<file path="config.mk">
export PLATFORM = sky130hd
export DESIGN_NAME = rgb565_rect_payload_decoder
export DESIGN_NICKNAME = d
export VERILOG_FILES = /design/src/sv/rgbrect_pkg.sv /design/src/sv/rgbrect_step.sv /design/src/sv/rgb565_rect_payload_decoder.sv
export VERILOG_INCLUDE_DIRS = /design/src /design/src/sv
export SDC_FILE = /design/constraint.sdc
export NUM_CORES = 1
export LEC_CHECK = 0
export BUFFER_PORTS_ARGS = -buffer_cell sky130_fd_sc_hd__buf_2
export CAP_MARGIN = 15
export CORE_MARGIN = 2
export CORE_UTILIZATION = 45
export CTS_CLUSTER_DIAMETER = 80
export DETAILED_ROUTE_END_ITERATION = 16
export PLACE_DENSITY_LB_ADDON = 0.08
export SLEW_MARGIN = 20
export SYNTH_ARGS = -nofsm -noshare
export SYNTH_HDL_FRONTEND = slang
export SYNTH_HIERARCHICAL = 1
export SYNTH_SLANG_ARGS = --single-unit
</file>
<file path="constraint.sdc">
create_clock -name aclk -period 10.45 [get_ports aclk]
set_input_delay 1.5675 -clock aclk [delete_from_list [all_inputs] [get_ports aclk]]
set_output_delay 1.5675 -clock aclk [all_outputs]
set_load 0.05 [all_outputs]
</file>
<file path="src/sv/rgb565_rect_payload_decoder_macros.svh">
// assertion macros for the rgb565 rectangle payload decoder
`ifndef RGB565_RECT_PAYLOAD_DECODER_MACROS_SVH
`define RGB565_RECT_PAYLOAD_DECODER_MACROS_SVH

`ifndef ASSERT_OFF

// property that must hold at every edge outside reset
`define RGBRECT_ASSERT(lbl, clk, rstn, prop) \
    lbl: assert property (@(posedge clk) disable iff (!rstn) (prop)) \
        else $error("rgbrect assertion failed");

// condition that must never be seen outside reset
`define RGBRECT_ASSERT_NEVER(lbl, clk, rstn, cond) \
    lbl: assert property (@(posedge clk) disable iff (!rstn) !(cond)) \
        else $error("rgbrect forbidden condition seen");

`else

`define RGBRECT_ASSERT(lbl, clk, rstn, prop)
`define RGBRECT_ASSERT_NEVER(lbl, clk, rstn, cond)

`endif

`endif

</file>
<file path="src/sv/rgbrect_pkg.sv">
package rgbrect_pkg;

    // default header limits
    localparam int MAX_WIDTH_DEF  = 240;
    localparam int MAX_HEIGHT_DEF = 240;

    // pixel count of a rectangle: 10-bit width times 8-bit height
    localparam int PIX_W   = 18;
    localparam int BYTES_W = 18;

    // item kinds
    localparam logic KIND_START = 1'b0;
    localparam logic KIND_BYTE  = 1'b1;

    // encodings
    localparam logic [1:0] ENC_RAW = 2'd0;
    localparam logic [1:0] ENC_RLE = 2'd1;

    // byte position inside a raw pair or a run-length triple
    localparam logic [1:0] PH_FIRST  = 2'd0;
    localparam logic [1:0] PH_SECOND = 2'd1;
    localparam logic [1:0] PH_THIRD  = 2'd2;

    // result codes
    localparam logic [2:0] ERR_OK       = 3'd0;
    localparam logic [2:0] ERR_HEADER   = 3'd1;
    localparam logic [2:0] ERR_ZERO_RUN = 3'd2;
    localparam logic [2:0] ERR_OVERRUN  = 3'd3;
    localparam logic [2:0] ERR_TRAILING = 3'd4;
    localparam logic [2:0] ERR_SHORT    = 3'd5;

    typedef struct packed {
        logic        kind;
        logic [1:0]  encoding;
        logic [9:0]  rect_width;
        logic [7:0]  rect_height;
        logic [17:0] payload_bytes;
        logic [7:0]  data_byte;
    } in_t;

    typedef struct packed {
        logic [15:0] pixel;
        logic [7:0]  repeat_res;
        logic        last;
        logic [2:0]  error_code;
    } out_t;

    typedef struct packed {
        logic               active;
        logic               mode_rle;
        logic [1:0]         byte_phase;
        logic [7:0]         held_count;
        logic [7:0]         held_low;
        logic [PIX_W-1:0]   pixels_left;
        logic [BYTES_W-1:0] bytes_left;
    } state_t;

    // divisibility by 3: base-4 digits are summed since 4 is 1 modulo 3
    function automatic logic mod3_zero(input logic [17:0] v);
        logic [4:0] s;
        logic [2:0] s2;
        logic [2:0] s3;
        s = '0;
        for (int i = 0; i < 9; i++) begin
            s = s + {3'b0, v[2*i +: 2]};
        end
        s2 = {1'b0, s[1:0]} + {1'b0, s[3:2]} + {2'b0, s[4]};
        s3 = {1'b0, s2[1:0]} + {2'b0, s2[2]};
        return (s3 == 3'd0) || (s3 == 3'd3);
    endfunction

endpackage

</file>
<file path="src/sv/rgbrect_step.sv">
module rgbrect_step import rgbrect_pkg::*; #(
    parameter int MAX_WIDTH  = MAX_WIDTH_DEF,
    parameter int MAX_HEIGHT = MAX_HEIGHT_DEF
) (
    input  in_t    item,
    input  state_t st,
    output state_t st_next,
    output logic   res_valid,
    output out_t   res
);

    localparam logic [9:0] MAX_W = 10'(MAX_WIDTH);
    localparam logic [9:0] MAX_H = 10'(MAX_HEIGHT);

    logic [PIX_W-1:0]   total;
    logic               hdr_bad;
    logic [BYTES_W-1:0] bytes_dec;
    logic [PIX_W-1:0]   pix_raw;
    logic [PIX_W-1:0]   pix_rle;
    logic [15:0]        pix_val;

    // header checks
    assign total = {8'b0, item.rect_width} * {10'b0, item.rect_height};

    always_comb begin
        hdr_bad = (item.encoding != ENC_RAW && item.encoding != ENC_RLE)
                  || (item.rect_width > MAX_W)
                  || ({2'b0, item.rect_height} > MAX_H);
        if (!hdr_bad && item.encoding == ENC_RAW
            && {1'b0, item.payload_bytes} != {total, 1'b0}) begin
            hdr_bad = 1'b1;
        end
        if (!hdr_bad && item.encoding == ENC_RLE
            && (item.payload_bytes == '0 || !mod3_zero(item.payload_bytes))) begin
            hdr_bad = 1'b1;
        end
    end

    // counters after this beat
    assign bytes_dec = (st.bytes_left != '0) ? st.bytes_left - 1'b1 : st.bytes_left;
    assign pix_raw   = st.pixels_left - 1'b1;
    assign pix_rle   = st.pixels_left - {{(PIX_W-8){1'b0}}, st.held_count};
    assign pix_val   = {item.data_byte, st.held_low};

    // per-beat decode
    always_comb begin
        st_next   = st;
        res_valid = 1'b0;
        res       = '0;
        res.last  = 1'b1;
        if (item.kind == KIND_START) begin
            st_next.active     = 1'b0;
            st_next.byte_phase = PH_FIRST;
            if (hdr_bad) begin
                res_valid      = 1'b1;
                res.error_code = ERR_HEADER;
            end else if (total == '0) begin
                res_valid      = 1'b1;
                res.error_code = (item.encoding == ENC_RAW) ? ERR_OK : ERR_TRAILING;
            end else begin
                st_next.active      = 1'b1;
                st_next.mode_rle    = (item.encoding == ENC_RLE);
                st_next.held_count  = '0;
                st_next.held_low    = '0;
                st_next.pixels_left = total;
                st_next.bytes_left  = item.payload_bytes;
            end
        end else if (st.active) begin
            st_next.bytes_left = bytes_dec;
            if (!st.mode_rle) begin
                // raw: little-endian pair gives one pixel
                if (st.byte_phase == PH_FIRST) begin
                    st_next.held_low   = item.data_byte;
                    st_next.byte_phase = PH_SECOND;
                end else begin
                    st_next.byte_phase  = PH_FIRST;
                    st_next.pixels_left = pix_raw;
                    res_valid           = 1'b1;
                    res.pixel           = pix_val;
                    res.repeat_res      = 8'd1;
                    res.last            = (pix_raw == '0);
                    res.error_code      = ERR_OK;
                    if (pix_raw == '0) begin
                        st_next.active = 1'b0;
                    end
                end
            end else begin
                // run-length: count, low, high
                case (st.byte_phase)
                    PH_FIRST: begin
                        if (item.data_byte == 8'd0) begin
                            st_next.active = 1'b0;
                            res_valid      = 1'b1;
                            res.error_code = ERR_ZERO_RUN;
                        end else if ({{(PIX_W-8){1'b0}}, item.data_byte} > st.pixels_left) begin
                            st_next.active = 1'b0;
                            res_valid      = 1'b1;
                            res.error_code = ERR_OVERRUN;
                        end else begin
                            st_next.held_count = item.data_byte;
                            st_next.byte_phase = PH_SECOND;
                        end
                    end
                    PH_SECOND: begin
                        st_next.held_low   = item.data_byte;
                        st_next.byte_phase = PH_THIRD;
                    end
                    default: begin
                        st_next.byte_phase  = PH_FIRST;
                        st_next.pixels_left = pix_rle;
                        res_valid           = 1'b1;
                        if (pix_rle == '0 && bytes_dec != '0) begin
                            st_next.active = 1'b0;
                            res.error_code = ERR_TRAILING;
                        end else if (pix_rle != '0 && bytes_dec == '0) begin
                            st_next.active = 1'b0;
                            res.error_code = ERR_SHORT;
                        end else begin
                            res.pixel      = pix_val;
                            res.repeat_res = st.held_count;
                            res.last       = (pix_rle == '0);
                            res.error_code = ERR_OK;
                            if (pix_rle == '0) begin
                                st_next.active = 1'b0;
                            end
                        end
                    end
                endcase
            end
        end
    end

endmodule

</file>
<file path="src/sv/rgb565_rect_payload_decoder.sv">
// rgb565 rectangle payload decoder
//
// input channel (s_): one beat is either a rectangle start carrying the
// header (encoding, width, height, payload length) or one payload byte.
// result channel (m_): zero or one pixel run per input beat, in raster
// order; the run that ends a rectangle, or the first error, has last set.
//
// a beat passes the input register, then the result register, before its
// result is held on m_. throughput: one beat per cycle while a held result
// does not stall the result register with m_ready low; the decode of a beat
// is a single pass through rgbrect_step.
//
// reset (aresetn low, synchronous) empties both registers and leaves the
// decoder idle; payload bytes seen while idle are dropped silently.
// when m_ready is low with a result held, the input register fills and
// s_ready then drops; nothing is lost or repeated.
`include "rgb565_rect_payload_decoder_macros.svh"

module rgb565_rect_payload_decoder import rgbrect_pkg::*; #(
    parameter int MAX_WIDTH  = MAX_WIDTH_DEF,
    parameter int MAX_HEIGHT = MAX_HEIGHT_DEF
) (
    input  logic aclk,
    input  logic aresetn,
    input  logic s_valid,
    output logic s_ready,
    input  in_t  s_data,
    output logic m_valid,
    input  logic m_ready,
    output out_t m_data
);

    logic   in_valid_reg;
    logic   in_valid_next;
    in_t    in_reg;
    state_t st_reg;
    state_t st_next;
    logic   m_valid_reg;
    logic   m_valid_next;
    out_t   m_data_reg;
    logic   res_valid;
    out_t   res;
    logic   adv;

    // the input register drains when the result register can take a beat
    assign adv     = in_valid_reg && (!m_valid_reg || m_ready);
    assign s_ready = !in_valid_reg || adv;
    assign m_valid = m_valid_reg;
    assign m_data  = m_data_reg;

    rgbrect_step #(
        .MAX_WIDTH  (MAX_WIDTH),
        .MAX_HEIGHT (MAX_HEIGHT)
    ) u_step (
        .item      (in_reg),
        .st        (st_reg),
        .st_next   (st_next),
        .res_valid (res_valid),
        .res       (res)
    );

    // handshake bookkeeping
    always_comb begin
        in_valid_next = in_valid_reg;
        if (s_valid && s_ready) begin
            in_valid_next = 1'b1;
        end else if (adv) begin
            in_valid_next = 1'b0;
        end
        if (adv) begin
            m_valid_next = res_valid;
        end else begin
            m_valid_next = m_valid_reg && !m_ready;
        end
    end

    // control registers
    always_ff @(posedge aclk) begin
        if (!aresetn) begin
            in_valid_reg <= 1'b0;
            m_valid_reg  <= 1'b0;
            st_reg       <= '0;
        end else begin
            in_valid_reg <= in_valid_next;
            m_valid_reg  <= m_valid_next;
            if (adv) begin
                st_reg <= st_next;
            end
        end
    end

    // payload registers
    always_ff @(posedge aclk) begin
        if (s_valid && s_ready) begin
            in_reg <= s_data;
        end
        if (adv && res_valid) begin
            m_data_reg <= res;
        end
    end

    // checks on the decoder's own bookkeeping
    `RGBRECT_ASSERT(a_err_zero_run, aclk, aresetn,
        m_valid && m_data.error_code != ERR_OK
        |-> m_data.pixel == '0 && m_data.repeat_res == '0 && m_data.last)
    `RGBRECT_ASSERT(a_mid_ok, aclk, aresetn,
        m_valid && !m_data.last |-> m_data.error_code == ERR_OK && m_data.repeat_res != '0)
    `RGBRECT_ASSERT(a_active_pixels, aclk, aresetn, st_reg.active |-> st_reg.pixels_left != '0)
    `RGBRECT_ASSERT_NEVER(a_raw_phase, aclk, aresetn,
        st_reg.active
        && (st_reg.byte_phase == 2'd3 || (!st_reg.mode_rle && st_reg.byte_phase == PH_THIRD)))

endmodule
</file>
# == After elaboration in Yosys (flattened, before gate mapping) ==
# Index checks and enable logic that the tools add are counted.
# totals
n_memories,0
ram_bits,0
latch_bits,0
word_cells,162
register_bits,133
out_inout_bits,30
romBits,0
# op_classes
multipliers,1
shifts,0
n_eq_ne,18
n_lt_le_gt_ge,3
bitwise,3
addsub,14
div_mod_pow,0
muxes,59
reduce_logical,45
# op_table
cell,count
$mux 54,2
$mux 52,2
$logic_not 18->1,5
$mux 25,3
$mux 28,2
$mux 18,3
$reduce_bool 18->1,3
$sub 18x1->18 const B,2
$add 5x2->5,7
$mux 8,4
$mux 26,1
$mux 1,24
$mux 3,7
$mux 10,2
$ne 18x19->1,1
$gt 8x18->1,1
$mul 10x8->18,1
$sub 18x8->18,1
$reduce_and 4->1,3
$reduce_and 6->1,2
$logic_and 1x1->1,11
$gt 10x8->1 const B,1
$mux 2,5
$gt 8x8->1 const B,1
24 further kinds,49

# == Longest topological paths before layout ==
# logic_depth
ltp_word,20
ltp_mapped,28
mapped_depth_nobuf,26

# == By module ==
# The synthesis kept the hierarchy.
# by_module_without_submodules
module,cells_per_inst,instances,seq_area_each_um2,area_each_um2
rgbrect_step,1046,1,0.0,7270.7
rgb565_rect_payload_decoder,330,1,3413.3,4623.2

# == Worst setup path before layout ==
# No wires, ideal clock.
# synth_timing
path_type,register -> register
startpoint,register in_reg[19] (netlist name)
endpoint,"register m_data_reg, in the netlist m_data[0] (enable)"
setup_slack_ps,2876
period_less_slack_ps,7574
path_buffers,2
setup_time_ps,374
path_stages_with_launch,27
arrival_time_ps,7200
path_cell_list,edfxtp_1 > fa_1 > inv_1 > fa_1 > fa_1 > fa_1 > inv_1 > ha_1 > inv_1 > fa_1 > fa_1 > fa_1 > inv_1 > ha_1 > xor2_1 > o21ai_0 > and3_1 > nand4b_1 > or4b_4 > or2_1 > or4_1 > buf_2 > a22oi_2 > clkbuf_2 > o21ai_0 > nand2_1 > nor2_1
# synth_between
elab_chain_cells,16
# synth_rtl
element,line_no,text
"start, declared",rgb565_rect_payload_decoder.sv:35,in_t in_reg;
"start signal, assigned",rgb565_rect_payload_decoder.sv:95,in_reg <= s_data;
$add 5x2->5 (4 in series),rgbrect_pkg.sv:65,"s = s + {3'b0, v[2*i +: 2]};"
$add 2x2->3,rgbrect_pkg.sv:67,"s2 = {1'b0, s[1:0]} + {1'b0, s[3:2]} + {2'b0, s[4]};"
$add 3x1->3,rgbrect_pkg.sv:67,
$add 2x1->3,rgbrect_pkg.sv:68,"s3 = {1'b0, s2[1:0]} + {2'b0, s2[2]};"
$eq 3x2->1 / $logic_not 3->1 (equally long branches),rgbrect_pkg.sv:69,return (s3 == 3'd0) || (s3 == 3'd3);
$logic_or 1x1->1,rgbrect_pkg.sv:69,
$logic_not 1->1,rgbrect_step.sv:34,&& (item.payload_bytes == '0 || !mod3_zero(item.payload_bytes))) begin
$logic_or 1x1->1,rgbrect_step.sv:34,
$logic_and 1x1->1,rgbrect_step.sv:34,
$mux 1 (*),rgbrect_step.sv:33,if (!hdr_bad && item.encoding == ENC_RLE
$mux 1 (*),rgbrect_step.sv:54,if (hdr_bad) begin
$mux 1 (*),rgbrect_step.sv:51,if (item.kind == KIND_START) begin
via res_valid,rgb565_rect_payload_decoder.sv:41,logic res_valid;
$logic_and 1x1->1 (*),rgb565_rect_payload_decoder.sv:97,if (adv && res_valid) begin
"end signal, assigned",rgb565_rect_payload_decoder.sv:98,m_data_reg <= res;
"end, declared",rgb565_rect_payload_decoder.sv:40,out_t m_data_reg;
# The timed path passes the listed nets; every way through them passes the cells marked *.
# A chain may end at the register's enable or synchronous reset.

# == Final worst setup path ==
# layout_timing
startpoint,register in_reg[19] (netlist name)
endpoint,"register m_data_reg, in the netlist m_data[4] (enable)"
# Same word-level chain as after synthesis.

==> run metrics <==
final core utilization 50.0%; post-DP HPWL between 20 and 25 mm; relative slew slack 29.7%; Post-DP Area around 12000 um^2; Setup WS pre-CTS 2610 ps; Final Hold Viols 0; core footprint 26000 um^2; Die ar. 27700 um^2; worst reg2reg path endpoint m_data[4]$_DFFE_PP_; vias in the first global route 9284; Gates resized, CTS repair 0; worst min path class reg2reg; max_cap viols 0; f_max 126 MHz; IO Port Bufs 80; total CTS buffers 17; Avg Vias per Cell 5.66; Routed WL 33.2 mm; Clock Sinks 133; number of flip-flops in the largest register 56; FILL cells 2557; via count 9921; CTS Buffer Depth 2; first-pass GRT wire length 52.8 mm; R2R Path Start in_reg[19]$_DFFE_PP_; net count after synthesis about 1600; Max IR drop VDD between 0.0001 and 0.00015 V; Hold Crit Start st_reg[40]$_SDFFE_PN0P_; num rows 59; YS warnings 6; total global routing overflow 0; Slew Viols, Final 0; Post-synth EDFFs 75; CP Data Arrival Time 8060 ps; #FFs+latches synth 133; Critical Path Sink m_data[4]$_DFFE_PP_; Tmin final 7920 ps; TritonCTS clock tree built; hold_buf cts 0; pin count of the biggest net entering global routing 95; worst-path fanout max 28; Crit Path Class reg2reg; initial antenna violation count 0; area of the multi-input gates 7570 um^2; Critical Path RT 10590 ps; CTS clock-pin slew for the worst setup and hold paths 70 ps; Layout Nets 1591; Post-Layout Inst Area 13000 um^2; P per Cell Area between 200 and 250 nW/um^2; endpoint class of the critical path register; drt first-iter violations 703; RSZ-0062 raised after global routing false; Clock Skew 14.9 ps; predominant post-synthesis flop cell edfxtp_1; R2R setup slack 2530 ps; Mapped Area 11900 um^2; Fin Setup TNS 0 ps; Syn Inst Count roughly 1400; FF+latch area 3410 um^2; DRC viols 0; GR Util All Layers about a quarter; Die Wd 167 um; worst r2r path cells 26; ANT nets after route 0; FFs w/ async S/R, synth 0%; final worst slack around 2500 ps; Layout area overhead 9.23%; setup violators final 0; Worst Setup Start Kind register; Die H around 170 um; clock root cell clkbuf_16; final antenna diode count 0; GPL Wtd Cong slightly above 0.9; Pre-antenna DRT Iters 5; Initial Util ~46%; Unique masters post-synth 79; routed len/inst 18.9 um; Clock Latency Late Sink approximately 430 ps; syn_area_per_cell between 8 and 9 um^2; CTS HTree Levels 4; Tcrit/Tclk final 75.8%; share of cells above drive strength 1 10.3%; setup bufs post-CTS 0; status complete, no violations; Slew @ Worst Pin 1050 ps; Seq/Total Area, Yosys 28.7%; P_leak 5.18 nW; # IOs slightly above 80; CP startpoint in_reg[19]$_DFFE_PP_
==> worst min-delay path by stage <==
stage / to / slack [ps] / cells past startpoint
floorplan: st_reg[27]$_SDFFE_PN0P_ / 430 / 2
global placement: st_reg[49]$_SDFFE_PN0P_ / 460 / 2
detailed placement: st_reg[40]$_SDFFE_PN0P_ / 460 / 2
CTS: st_reg[40]$_SDFFE_PN0P_ / 470 / 2
global route: st_reg[41]$_SDFFE_PN0P_ / 500 / 2
finish: st_reg[40]$_SDFFE_PN0P_ / 470 / 2
==> placed cells by master, fill, tap and decap left out, types with 9 or more instances in the layout <==
| master | instances |
|---|---|
| nand2_1 | 223 |
| inv_1 | 128 |
| buf_2 | 79 |
| and2_1 | 76 |
| edfxtp_1 | 75 |
| nor2_1 | 72 |
| ha_1 | 72 |
| fa_1 | 63 |
| o21ai_0 | 61 |
| mux2i_1 | 60 |
| dfxtp_1 | 58 |
| a21oi_1 | 49 |
| xnor2_1 | 35 |
| nor3_1 | 29 |
| nand3_1 | 29 |
| xor2_1 | 26 |
| nor4_1 | 24 |
| a221o_1 | 18 |
| clkbuf_16 | 17 |
| nand4_1 | 16 |
| buf_4 | 15 |
| o221ai_1 | 15 |
| a22oi_1 | 14 |
| o21a_1 | 12 |
| o31ai_1 | 9 |
| o22ai_1 | 9 |
==> where the power goes <==
group | internal (W) | leakage [nW] | switching (W) | total, W
Clock | 0.000339 | 0.285 | 0.000277 | 0.000617
Combinational | 0.000559 | 3.70 | 0.000948 | 0.00151
Sequential | 0.000580 | 1.20 | 0.0000408 | 0.000621
Total | 0.00148 | 5.18 | 0.00127 | 0.00274
==> final cells by class <==
cell class / instances / area share (%)
clock buffer: 17 / 3.27
clock inverter: 15 / 1.26
inverter: 130 / 3.76
multi-input combinational: 1029 / 58.3
sequential: 133 / 26.3
tap: 335 / 3.23
timing repair buffer: 94 / 3.91
==> cell usage after synthesis, types with 3 or more instances <==
| master | instances | area [um^2] |
|---|---|---|
| o41ai_1 | 3 | 26.3 |
| nor4_1 | 25 | 156 |
| o22ai_1 | 9 | 56.3 |
| nor2b_1 | 8 | 50.1 |
| nor3b_1 | 3 | 22.5 |
| o21a_1 | 12 | 90.1 |
| nand2b_1 | 4 | 25.0 |
| mux2i_1 | 60 | 601 |
| ha_1 | 72 | 901 |
| and3_1 | 5 | 31.3 |
| edfxtp_1 | 75 | 2250 |
| and2_1 | 77 | 482 |
| o21ai_0 | 61 | 305 |
| nor3_1 | 29 | 145 |
| a21o_1 | 8 | 60.1 |
| a22oi_1 | 14 | 105 |
| a211oi_1 | 4 | 30.0 |
| nand2_1 | 223 | 837 |
| buf_12 | 4 | 80.1 |
| xnor2_1 | 35 | 307 |
| a31oi_1 | 7 | 43.8 |
| nand3_1 | 29 | 145 |
| clkbuf_1 | 57 | 214 |
| nor2_1 | 73 | 274 |
| o211ai_1 | 8 | 60.1 |
| buf_2 | 15 | 75.1 |
| clkbuf_2 | 3 | 15.0 |
| o311ai_0 | 3 | 26.3 |
| o21bai_1 | 3 | 22.5 |
| o221ai_1 | 15 | 131 |
| o31ai_1 | 9 | 67.6 |
| fa_1 | 63 | 1260 |
| xor2_1 | 26 | 228 |
| a21oi_1 | 49 | 245 |
| or4_1 | 4 | 30.0 |
| nand4_1 | 16 | 100 |
| dfxtp_1 | 58 | 1160 |
| or3_1 | 8 | 50.1 |
| a221o_1 | 18 | 180 |
| inv_1 | 128 | 480 |
==> kinds of logic (layout without fill, tap and decap cells) <==
group / Yosys count / in the layout / synth area share [%]
AND/OR/NAND/NOR: 519 / 519 / 20.9
AO/OA/AOI/OAI: 251 / 251 / 14.5
XOR/XNOR: 63 / 63 / 4.87
flip-flops: 133 / 133 / 28.7
buffers and inverters: 214 / 256 / 7.71
multiplexers: 61 / 61 / 5.14
adder cells (fa/ha/maj): 135 / 135 / 18.2
==> routing by layer <==
layer	global-route usage (%)	vias to the layer above	wire, um
li1	-	4825	-
met1	35.0	4777	16000
met2	37.0	279	15100
met3	3.02	40	1510
met4	5.73	0	577
met5	0	-	0
==> critical path, stage by stage (launching register included) <==
cell and delay [ps]:
edfxtp_1 500, fa_1 570, inv_1 60, fa_1 550
fa_1 430, fa_1 490, inv_1 40, ha_1 200
inv_1 70, fa_1 440, fa_1 430, fa_1 490
inv_1 50, ha_1 290, xor2_1 140, o21ai_0 120
and3_1 180, nand4b_1 110, or4b_4 550, or2_1 260
or4_1 500, a22oi_2 150, buf_4 350, o21ai_0 220
nand2_1 130, nor2_2 30, buf_4 250
==> metrics by stage <==
step / power [W] / hold WS, ps / std cells
global route: 0.00295 / 501 / 1753
floorplan: 0.00173 / 434 / 1376
global placement: 0.00211 / 457 / 1721
detailed placement: 0.00211 / 465 / 1721
CTS: 0.00274 / 475 / 1753
finish: 0.00274 / 472 / 1753
Note: power is estimated with default switching activity, not from simulation.
